**config.mk**
```make
export PLATFORM = sky130hd
export DESIGN_NAME = bitmap_page_allocator_unit
export DESIGN_NICKNAME = d
export VERILOG_FILES = /design/src/hw/rtl/bpa_pkg.sv /design/src/hw/rtl/bpa_map_ram.sv /design/src/hw/rtl/bitmap_page_allocator_unit.sv
export SDC_FILE = /design/constraint.sdc
export NUM_CORES = 2
export LEC_CHECK = 0
export BUFFER_PORTS_ARGS = -buffer_cell sky130_fd_sc_hd__buf_4
export CAP_MARGIN = 20
export CORE_MARGIN = 8
export CORE_UTILIZATION = 55
export DETAILED_ROUTE_END_ITERATION = 16
export MAX_ROUTING_LAYER = met4
export PLACE_DENSITY = 0.72
export SLEW_MARGIN = 20
export SYNTH_ARGS = -nofsm -noshare
export SYNTH_HDL_FRONTEND = slang
export SYNTH_SLANG_ARGS = --single-unit
```
**constraint.sdc**
```tcl
create_clock -name clk -period 6.32 [get_ports clk]
set_input_delay 0.948 -clock clk [delete_from_list [all_inputs] [get_ports clk]]
set_output_delay 0.948 -clock clk [all_outputs]
set_load 0.01 [all_outputs]
```
**src/hw/rtl/bpa_pkg.sv**
```systemverilog
// bpa_pkg: shared constants, codes and helpers for the bitmap page allocator.
// No dependencies; used by bpa_map_ram and bitmap_page_allocator_unit.
package bpa_pkg;

  // map words are fixed at 32 pages each
  localparam int WORD_W    = 32;
  localparam int WORD_BITS = 5;

  // operation codes (func field)
  localparam logic [1:0] FUNC_REGION = 2'd0;
  localparam logic [1:0] FUNC_ALLOC  = 2'd1;
  localparam logic [1:0] FUNC_FREE   = 2'd2;

  // result status codes
  localparam logic [1:0] STATUS_OK      = 2'd0;
  localparam logic [1:0] STATUS_NO_FREE = 2'd1;
  localparam logic [1:0] STATUS_RANGE   = 2'd2;

  typedef struct packed {
    logic                 hit;
    logic [WORD_BITS-1:0] idx;
  } zero_find_t;

  // lowest clear bit of a map word
  function automatic zero_find_t find_lowest_zero(input logic [WORD_W-1:0] w);
    zero_find_t r;
    r.hit = ~&w;
    r.idx = '0;
    for (int i = WORD_W - 1; i >= 0; i--) begin
      if (!w[i]) r.idx = WORD_BITS'(i);
    end
    return r;
  endfunction

endpackage

```
**src/hw/rtl/bpa_map_ram.sv**
```systemverilog
// bpa_map_ram: used-page bitmap storage, one 32-bit word per entry.
// One write port, one registered read port. Depends on bpa_pkg.
module bpa_map_ram #(
  parameter int WORDS = 32,
  parameter int AW    = 5
) (
  input  logic                      clk,
  input  logic [AW-1:0]             rd_addr,
  output logic [bpa_pkg::WORD_W-1:0] rd_data,
  input  logic                      wr_en,
  input  logic [AW-1:0]             wr_addr,
  input  logic [bpa_pkg::WORD_W-1:0] wr_data
);

  logic [bpa_pkg::WORD_W-1:0] mem [WORDS];

  always_ff @(posedge clk) begin
    if (wr_en) mem[wr_addr] <= wr_data;
  end

  always_ff @(posedge clk) begin
    rd_data <= mem[rd_addr];
  end

endmodule

```
**src/hw/rtl/bitmap_page_allocator_unit.sv**
```systemverilog
// bitmap_page_allocator_unit: bitmap page allocator top level; needs bpa_pkg, bpa_map_ram.
// Alloc: one map word scanned per cycle (WORDS = PAGE_COUNT/32 rounded up); free and
// region clear bits by read-modify-write of each covered word, and an out-of-range
// free skips the map. One word in flight; the next is taken once the result
// is parked in the output register.
// Reset: synchronous; a sweep sets every map bit, no input until done; base -> 0.
module bitmap_page_allocator_unit #(
  parameter int PAGE_COUNT = 1024,
  parameter int PAGE_SHIFT = 12
) (
  input  logic         clk,
  input  logic         rst,
  // input words
  input  logic         s_tvalid,
  output logic         s_tready,
  // [1:0] func, [33:2] region_base, [65:34] region_length,
  // [97:66] region_type, [129:98] page_address, [135:130] zero
  input  logic [135:0] s_tdata,
  // result words
  output logic         m_tvalid,
  input  logic         m_tready,
  // [31:0] alloc_address, [33:32] status, [39:34] zero
  output logic [39:0]  m_tdata,
  // base address register
  input  logic         cfg_we,
  input  logic [31:0]  cfg_wdata
);

  localparam int WW    = bpa_pkg::WORD_W;
  localparam int WB    = bpa_pkg::WORD_BITS;
  localparam int WORDS = (PAGE_COUNT + WW - 1) / WW;
  localparam int AW    = (WORDS > 1) ? $clog2(WORDS) : 1;
  localparam int PIW   = AW + WB;   // page index: word, bit

  typedef enum logic [5:0] {
    ST_INIT   = 6'b000001,
    ST_IDLE   = 6'b000010,
    ST_SCAN   = 6'b000100,
    ST_MOD_RD = 6'b001000,
    ST_MOD_WR = 6'b010000,
    ST_RESP   = 6'b100000
  } state_t;

  state_t state;

  // input fields
  logic [1:0]  in_func;
  logic [31:0] in_rbase, in_rlen, in_rtype, in_paddr;
  assign in_func  = s_tdata[1:0];
  assign in_rbase = s_tdata[33:2];
  assign in_rlen  = s_tdata[65:34];
  assign in_rtype = s_tdata[97:66];
  assign in_paddr = s_tdata[129:98];

  logic [31:0] page0_addr;

  // sequencer registers
  logic [AW-1:0]  init_idx;
  logic [AW:0]    scan_idx;
  logic           scan_dv;     // rd_data holds word prev_idx
  logic [AW-1:0]  prev_idx;
  logic [PIW-1:0] first_pg, last_pg;   // inclusive page span to clear
  logic [AW-1:0]  cur_word;
  logic           res_alloc;
  logic [PIW-1:0] res_page;
  logic [1:0]     res_status;
  logic [31:0]    out_addr;
  logic [1:0]     out_status;

  // RAM ports
  logic [AW-1:0] rd_addr, wr_addr;
  logic [WW-1:0] rd_data, wr_data;
  logic          wr_en;

  bpa_map_ram #(.WORDS(WORDS), .AW(AW)) u_map (
    .clk     (clk),
    .rd_addr (rd_addr),
    .rd_data (rd_data),
    .wr_en   (wr_en),
    .wr_addr (wr_addr),
    .wr_data (wr_data)
  );

  // accept-cycle decode: region span and free page
  logic [31:0] rg_first, rg_end, rg_clip, fr_page;
  logic        rg_ok, fr_ok;
  always_comb begin
    rg_first = in_rbase >> PAGE_SHIFT;
    rg_end   = (in_rbase + in_rlen) >> PAGE_SHIFT;   // wraps mod 2^32
    rg_clip  = (rg_end > 32'(PAGE_COUNT)) ? 32'(PAGE_COUNT) : rg_end;
    rg_ok    = (in_rtype == 32'd1) && (rg_clip > rg_first);
    fr_page  = (in_paddr - page0_addr) >> PAGE_SHIFT;
    fr_ok    = fr_page < 32'(PAGE_COUNT);
  end

  // scan hit on the word just read
  bpa_pkg::zero_find_t zf;
  assign zf = bpa_pkg::find_lowest_zero(rd_data);

  // clear mask for the word under modification
  logic [WB-1:0] mask_lo, mask_hi;
  logic [WW-1:0] clr_mask;
  logic          last_word;
  always_comb begin
    last_word = (cur_word == last_pg[PIW-1:WB]);
    mask_lo   = (cur_word == first_pg[PIW-1:WB]) ? first_pg[WB-1:0] : '0;
    mask_hi   = last_word ? last_pg[WB-1:0] : WB'(WW - 1);
    for (int b = 0; b < WW; b++) begin
      clr_mask[b] = (WB'(b) >= mask_lo) && (WB'(b) <= mask_hi);
    end
  end

  // RAM port muxing
  always_comb begin
    rd_addr = cur_word;
    wr_en   = 1'b0;
    wr_addr = cur_word;
    wr_data = rd_data & ~clr_mask;
    unique case (state)
      ST_INIT: begin
        wr_en   = 1'b1;
        wr_addr = init_idx;
        wr_data = '1;
      end
      ST_SCAN: begin
        rd_addr = scan_idx[AW-1:0];
        wr_addr = prev_idx;
        wr_data = rd_data | (WW'(1) << zf.idx);
        wr_en   = scan_dv && zf.hit;
      end
      ST_MOD_WR: wr_en = 1'b1;
      default: ;
    endcase
  end

  assign s_tready = (state == ST_IDLE);

  logic out_free;
  assign out_free = !m_tvalid || m_tready;

  always_ff @(posedge clk) begin
    if (rst) begin
      state      <= ST_INIT;
      init_idx   <= '0;
      m_tvalid   <= 1'b0;
      page0_addr <= '0;
      scan_dv    <= 1'b0;
    end else begin
      if (cfg_we) page0_addr <= cfg_wdata;
      // in ST_RESP the output register is reloaded below
      if (m_tvalid && m_tready && state != ST_RESP) m_tvalid <= 1'b0;

      unique case (state)
        ST_INIT: begin
          init_idx <= init_idx + 1'b1;
          if (init_idx == AW'(WORDS - 1)) state <= ST_IDLE;
        end
        ST_IDLE: begin
          if (s_tvalid) begin
            res_alloc  <= (in_func == bpa_pkg::FUNC_ALLOC);
            res_status <= (in_func == bpa_pkg::FUNC_FREE && !fr_ok) ?
                          bpa_pkg::STATUS_RANGE : bpa_pkg::STATUS_OK;
            case (in_func)
              bpa_pkg::FUNC_REGION: begin
                first_pg <= rg_first[PIW-1:0];
                last_pg  <= PIW'(rg_clip - 32'd1);
                cur_word <= rg_first[PIW-1:WB];
                state    <= rg_ok ? ST_MOD_RD : ST_RESP;
              end
              bpa_pkg::FUNC_ALLOC: begin
                scan_idx  <= '0;
                scan_dv   <= 1'b0;
                state     <= ST_SCAN;
              end
              bpa_pkg::FUNC_FREE: begin
                first_pg <= fr_page[PIW-1:0];
                last_pg  <= fr_page[PIW-1:0];
                cur_word <= fr_page[PIW-1:WB];
                state    <= fr_ok ? ST_MOD_RD : ST_RESP;
              end
              default: state <= ST_RESP;
            endcase
          end
        end
        ST_SCAN: begin
          // one word read per cycle; its data is checked in the next cycle
          if (scan_dv && zf.hit) begin
            res_page <= {prev_idx, zf.idx};
            state    <= ST_RESP;
          end else if (scan_idx == (AW + 1)'(WORDS)) begin
            res_alloc  <= 1'b0;
            res_status <= bpa_pkg::STATUS_NO_FREE;
            state      <= ST_RESP;
          end else begin
            scan_dv  <= 1'b1;
            prev_idx <= scan_idx[AW-1:0];
            scan_idx <= scan_idx + 1'b1;
          end
        end
        ST_MOD_RD: state <= ST_MOD_WR;
        ST_MOD_WR: begin
          // read-modify-write of cur_word done this cycle
          if (last_word) begin
            state <= ST_RESP;
          end else begin
            cur_word <= cur_word + 1'b1;
            state    <= ST_MOD_RD;
          end
        end
        ST_RESP: begin
          if (out_free) begin
            m_tvalid   <= 1'b1;
            out_addr   <= res_alloc ? page0_addr + (32'(res_page) << PAGE_SHIFT) : '0;
            out_status <= res_status;
            state      <= ST_IDLE;
          end
        end
        default: state <= ST_IDLE;
      endcase
    end
  end

  assign m_tdata = {6'b0, out_status, out_addr};

endmodule
```
# [Word level (Yosys, flattened, before mapping)]
# Memories as Yosys holds them, arrays and structs flattened. A register that Yosys moved wholly into a read port is not among the register bits.
# Index checks and enable logic that the tools add are counted.
[word_totals] regBits=128 ramBits=1024 in_bits=173 elab_cells=256 memories=1
[classes] n_addsub=7 magnitude_cmp=67 eq_ne=24 shifts=1 muxes=79 bitwise=6 n_reduce_logical=56
[memory_table] memory="u_map.mem" words=32 word_bits=32 rd=1 rd_ports_with_merged_regs=1 write_ports=1 line="bpa_map_ram.sv:15" rtl="logic [bpa_pkg::WORD_W-1:0] mem [WORDS];"
[op_table] cell="two-way mux 5 bit" n=37
[op_table] cell="greater-or-equal comparator 5 bit, first input constant" n=16
[op_table] cell="less-or-equal comparator 5 bit, first input constant" n=16
[op_table] cell="two-way mux 6 bit" n=12
[op_table] cell="case mux 32 bit (2 select lines)" n=1
[op_table] cell="greater-or-equal comparator 4 x 5 -> 1 bit, first input constant" n=8
[op_table] cell="less-or-equal comparator 4 x 5 -> 1 bit, first input constant" n=8
[op_table] cell="case mux 10 bit (2 select lines)" n=2
[op_table] cell="logical AND 1 bit" n=37
[op_table] cell="case mux 6 bit (6 select lines)" n=1
[op_table] cell="adder 32 x 22 -> 32 bit" n=1
[op_table] cell="adder 32 bit" n=1
[op_table] cell="AND 32 bit" n=1
[op_table] cell="== test 32 x 1 -> 1 bit, second input constant" n=1
[op_table] cell="inverter 32 bit" n=1
[op_table] cell="bitwise OR 32 bit" n=1
[op_table] cell="AND reduction 32 bit" n=1
[op_table] cell="left shift 1 x 5 -> 32 bit, first input constant" n=1
[op_table] cell="subtractor 32 bit" n=1
[op_table] cell="case mux 5 bit (2 select lines)" n=3
[op_table] cell="greater-or-equal comparator 3 x 5 -> 1 bit, first input constant" n=4
[op_table] cell="> comparator 20 x 11 -> 1 bit, second input constant" n=1
[op_table] cell="> comparator 20 bit" n=1
[op_table] cell="less-or-equal comparator 3 x 5 -> 1 bit, first input constant" n=4
[op_table] cell="other kinds (40)" n=80

# [Longest topological paths before layout]
[depth] ltp_word=35 ltp_mapped=23

# [By module]
# A second synthesis with hierarchy kept.
[unflattened] hier_cells=3620 hier_area_um2=51568.2
[by_module_without_submodules] module="bpa_map_ram" n_inst=1 cells_per_inst=2260 area_per_inst_um2=40487.6 seq_area_each_um2=31390.1
[by_module_without_submodules] module="bitmap_page_allocator_unit" n_inst=1 cells_per_inst=1360 area_per_inst_um2=11080.6 seq_area_each_um2=3393.3

# [Worst setup path before layout]
# No wires, ideal clock.
[synth_timing] path_type="input to register" start="input port s_tdata[16]" end="register state[3]" arrival_ns=5.458 required_time_ns=6.200 setup_slack_ns=0.743 cell_stages=22 path_buffers=2 cell_sequence="ha_1 > buf_2 > nand2_1 > or4_1 > o211ai_2 > xor2_1 > nor4b_2 > a41oi_4 > nor3_4 > buf_2 > and2_1 > ha_1 > a21o_1 > a21o_1 > a21o_1 > a21o_1 > a21o_1 > a211oi_1 > o21ai_0 > a31oi_1 > nor3_1 > o31a_1"
[synth_via] elab_chain_cells=9
[synth_rtl] element="start: declaration" line="bitmap_page_allocator_unit.sv:18" rtl="input logic [135:0] s_tdata,"
[synth_rtl] element="adder 32 bit" line="bitmap_page_allocator_unit.sv:89" rtl="rg_end = (in_rbase + in_rlen) >> PAGE_SHIFT;"
[synth_rtl] element="> comparator 20 x 11 -> 1 bit" line="bitmap_page_allocator_unit.sv:90" rtl="rg_clip = (rg_end > 32'(PAGE_COUNT)) ? 32'(PAGE_COUNT) : rg_end;"
[synth_rtl] element="two-way mux 20 bit" line="bitmap_page_allocator_unit.sv:90"
[synth_rtl] element="> comparator 20 bit *" line="bitmap_page_allocator_unit.sv:91" rtl="rg_ok = (in_rtype == 32'd1) && (rg_clip > rg_first);"
[synth_rtl] element="logical AND 1 bit *" line="bitmap_page_allocator_unit.sv:91"
[synth_rtl] element="two-way mux 6 bit *" line="bitmap_page_allocator_unit.sv:168" rtl="state <= rg_ok ? ST_MOD_RD : ST_RESP;"
[synth_rtl] element="case mux 6 bit (3 select lines) *" line="bitmap_page_allocator_unit.sv:163" rtl="case (in_func)"
[synth_rtl] element="two-way mux 6 bit *" line="bitmap_page_allocator_unit.sv:159" rtl="if (s_tvalid) begin"
[synth_rtl] element="case mux 6 bit (6 select lines) *" line="bitmap_page_allocator_unit.sv:153" rtl="unique case (state)"
[synth_rtl] element="end signal: assignment" line="bitmap_page_allocator_unit.sv:168"
[synth_rtl] element="end signal: assignment" line="bitmap_page_allocator_unit.sv:179" rtl="state <= fr_ok ? ST_MOD_RD : ST_RESP;"
[synth_rtl] element="end: declaration" line="bitmap_page_allocator_unit.sv:44" rtl="state_t state;"
# Mark *: on every way between the ends. The rest lies on a longest branch, timed or not. The select of a mux whose other input is x is not followed.
# A chain may end at the register's enable or synchronous reset.

# [Final worst setup path]
[layout_timing] start="input port s_tdata[7]" end="register state[3]"
[layout_via] elab_chain_cells=9
[layout_rtl] element="adder 32 bit *" line="bitmap_page_allocator_unit.sv:89"
[layout_rtl] element="> comparator 20 x 11 -> 1 bit" line="bitmap_page_allocator_unit.sv:90"
[layout_rtl] element="two-way mux 20 bit *" line="bitmap_page_allocator_unit.sv:90"
[layout_rtl] element="> comparator 20 bit *" line="bitmap_page_allocator_unit.sv:91"
[layout_rtl] element="logical AND 1 bit *" line="bitmap_page_allocator_unit.sv:91"
[layout_rtl] element="two-way mux 6 bit *" line="bitmap_page_allocator_unit.sv:168"
[layout_rtl] element="case mux 6 bit (3 select lines) *" line="bitmap_page_allocator_unit.sv:163"
[layout_rtl] element="two-way mux 6 bit *" line="bitmap_page_allocator_unit.sv:159"
[layout_rtl] element="case mux 6 bit (6 select lines) *" line="bitmap_page_allocator_unit.sv:153"
# Marked as above.

==> results.cfg <==
[yosys]
syn_area_sq_um = 52800
yosys_warnings = 0
synthArstFlopShare_pct = 0
netlist_instances = 4284
avgSynthCellArea_sq_um = 12.3
seq_area_frac_synth_pct = 65.8
synth_cell_types = 84
synth_seq_cells = 1184
yosys_most_used_dff = edfxtp_1
synth_edf_count = 1107

[global_routing]
grt_pass1_vias = 34677
grt_overflow_total = 0
antenna_found_initial = 2
grt_pass1_wl_um = 209000
grt_max_degree = 125
grt_usage_pct = 25.9

[floorplan]
dieArea_sq_um = 106000
core_area_sq_um = 95200
rows = 113
start_util_pct = 55.5
ioPinCount = 215
die_x_um = 326
die_h_um = 326

[placed_design]
portBuffers = 202
dpl.hpwl_um = 83700
dpl_worst_slack_ps = 256
gp_congestion = 0.953

[route]
drc = 0
num_vias = 35973
wl_per_cell_um = 23.7
drt_iter0_drc = 3724
dr.pass1.iters = 5
routed_wl_um = 138000
antenna_left = 0
vias_per_cell = 6.18

[cts]
cts.sink_count = 1184
clk_latency_ps = 700
clk_pin_slew_worst_paths_ps = 60
postCtsHoldBufs = 0
cts_max_path_buffers = 3
cts_setup_buffers = 0
cts_buffers = 114
htree_num_levels = 3
cts_resized = 0
clock-root-buffer = clkbuf_16
cts_tree = built

[setup_path]
r2r_end = u_map.mem[10][29]$_DFFE_PP_
critPathMaxStageDelay_ps = 540
slowest_stage = or4_1
worstReg2RegStart = state[0]$_SDFFE_PP1P_
crit_type = in -> reg
critPathMaxFanout = 16
startpoint = s_tdata[7]
startpoint_type = input port
cpMostUsedCell = a21o_1
cp.arrival_ps = 5980
rr_worst_depth = 9
end_kind = register
r2r_slack_ps = 1770
path_cells = buf_4 -> ha_1 -> a211oi_2 -> o21bai_1 -> a32oi_2 -> a311oi_1 -> or4_1 -> a211oi_2 -> nand4_2 -> nor3_4 -> buf_4 -> and2_1 -> ha_1 -> a21o_1 -> a21o_1 -> a21o_1 -> a21o_1 -> a211oi_1 -> o21ai_0 -> a31oi_1 -> nor3_1 -> o31a_1
worst_ep_required_time_ps = 6900

[timing]
skew_ps = 25.6
rsz0062_at_grt = no
fin_crit_ps = 5390
report.final.slew_viol_count = 0
slew_headroom_pct = 29.1
fin_ws_ps = 927
fmax_mhz = 185
worstMarginPinSlew_ps = 1060
period_share_pct = 85.3
tns_ps = 0
setup_violations = 0
hold_violations = 0

[pwr]
ir_drop_mv = 0.275
cellPowerDensity_nw_per_um2 = 325
p_leak_nw = 20.7

[finish]
synthToLayoutAreaGrowth_pct = 13.7
fin_nets = 4724
drive_gt1_share_pct = 12.5

[flow_run]
maxCapViolCount = 0

[hold_path]
hold_path_end = out_status[1]$_DFFE_PP_
worstHoldStart = res_status[1]$_SDFFCE_PP0P_
hold_path_class = reg -> reg
hold_depth = 0

[run_status]
status = complete, no violations
## Yosys cell counts (all sizes together) (13+ instances only)
| library cell | count | area, sq um |
|---|---|---|
| nor2 | 169 | 634 |
| a31oi | 112 | 707 |
| nand4 | 31 | 200 |
| edfxtp | 1107 | 33200 |
| o211ai | 75 | 568 |
| ha | 96 | 1200 |
| o21ai | 109 | 561 |
| nor2b | 13 | 81.3 |
| a21oi | 124 | 628 |
| and2 | 209 | 1310 |
| a311oi | 103 | 902 |
| and3 | 18 | 113 |
| dfxtp | 77 | 1540 |
| nand2b | 17 | 106 |
| a311o | 66 | 661 |
| a21o | 60 | 450 |
| nand2 | 828 | 3110 |
| nor3 | 46 | 246 |
| xor2 | 30 | 263 |
| clkbuf | 185 | 696 |
| buf | 90 | 543 |
| mux2i | 39 | 390 |
| nor4 | 14 | 87.6 |
| a211oi | 276 | 2090 |
| o21a | 20 | 150 |
| xnor2 | 36 | 315 |
| inv | 88 | 330 |
| nand3 | 107 | 536 |
## state kept, by name, summed over array words and instances (netlist names)
name           count
cur_word           5
first_pg          10
init_idx           5
last_pg           10
m_tvalid           1
out_addr          32
out_status         2
page0_addr        32
prev_idx           5
res_alloc          1
res_page          10
res_status         2
scan_dv            1
scan_idx           6
state              6
u_map.mem       1024
u_map.rd_data     32
## worst max-delay path, delay by kind of cell
kind	cells	cell delay, ps
AND/OR/NAND/NOR	5	1260
adder cells (fa/ha/maj)	2	580
AO/OA/AOI/OAI	13	2820
buffers and inverters	2	320
## metrics by stage
| step | utilization, % | instance area (sq um) | total power [W] | hold slack, ps | std cells |
|---|---|---|---|---|---|
| 3_5_place_dp | 59.2 | 56400 | 0.0130 | 413 | 5602 |
| 2_1_floorplan | - | 52900 | 0.0118 | 400 | 4298 |
| 3_3_place_gp | 59.2 | 56300 | 0.0129 | 406 | 5599 |
| 6_report | 63.2 | 60100 | 0.0195 | 424 | 5820 |
| 5_1_grt | 63.2 | 60100 | 0.0202 | 440 | 5819 |
| 4_1_cts | 63.1 | 60000 | 0.0196 | 426 | 5817 |
## power by group
group          leakage (nW)  total, W  internal [W]  switching [W]
Sequential             10.5    0.0102        0.0100       0.000132
Clock                  1.80   0.00662       0.00378        0.00284
Combinational          8.41   0.00275      0.000642        0.00211
Total                  20.7    0.0195        0.0145        0.00509
## how the worst max path moves through the flow
stage | endpoint | slack [ps] | depth (start not counted)
6_report | state[3]$_SDFFE_PP0P_ | 930 | 22
5_1_grt | state[5]$_SDFFE_PP0P_ | 530 | 23
3_3_place_gp | state[3]$_SDFFE_PP0P_ | 340 | 22
2_1_floorplan | state[3]$_SDFFE_PP0P_ | 740 | 22
3_5_place_dp | state[3]$_SDFFE_PP0P_ | 260 | 22
4_1_cts | state[3]$_SDFFE_PP0P_ | 1000 | 22
## metal layers
metal	vias up	GRT usage, %	part of all wire, %
li1	16540	-	-
met1	17752	35.4	42
met2	1407	40.4	47
met3	274	3.32	7.0
met4	0	8.95	3.3
met5	-	-	0
## layout make-up
| class | instances | area (sq um) |
|---|---|---|
| fill | 7073 | 35000 |
| sequential | 1184 | 34800 |
| multi-input combinational | 2748 | 17000 |
| clock buffer | 166 | 3300 |
| timing repair buffer | 315 | 2750 |
| tap | 1265 | 1580 |
| clock inverter | 49 | 375 |
| inverter | 91 | 343 |
| antenna | 2 | 5.00 |
## cells by family (layout without fill, tap and decap cells)
logic type               Yosys count  count (layout)  share of synthesized area, %
AO/OA/AOI/OAI                   1035            1035                          14.2
XOR/XNOR                          66              66                          1.09
adder cells (fa/ha/maj)           97              97                          2.31
buffers and inverters            366             621                          2.99
flip-flops                      1184            1184                          65.8
multiplexers                      42              42                         0.803
other                              1              17                       0.00710
AND/OR/NAND/NOR                 1493            1493                          12.7
## layout by cell type, fill, tap and decap left out, drive strengths merged, types with 96 or more instances in the layout
cell / netlist / final
a211oi: 276 / 276
buf: 90 / 315
edfxtp: 1107 / 1107
nand2: 828 / 828
and2: 209 / 209
o21ai: 109 / 109
nand3: 107 / 107
clkbuf: 185 / 166
a31oi: 112 / 112
ha: 96 / 96
a21oi: 124 / 124
a311oi: 103 / 103
nor2: 169 / 169
Power figures use the tool's default switching activity.
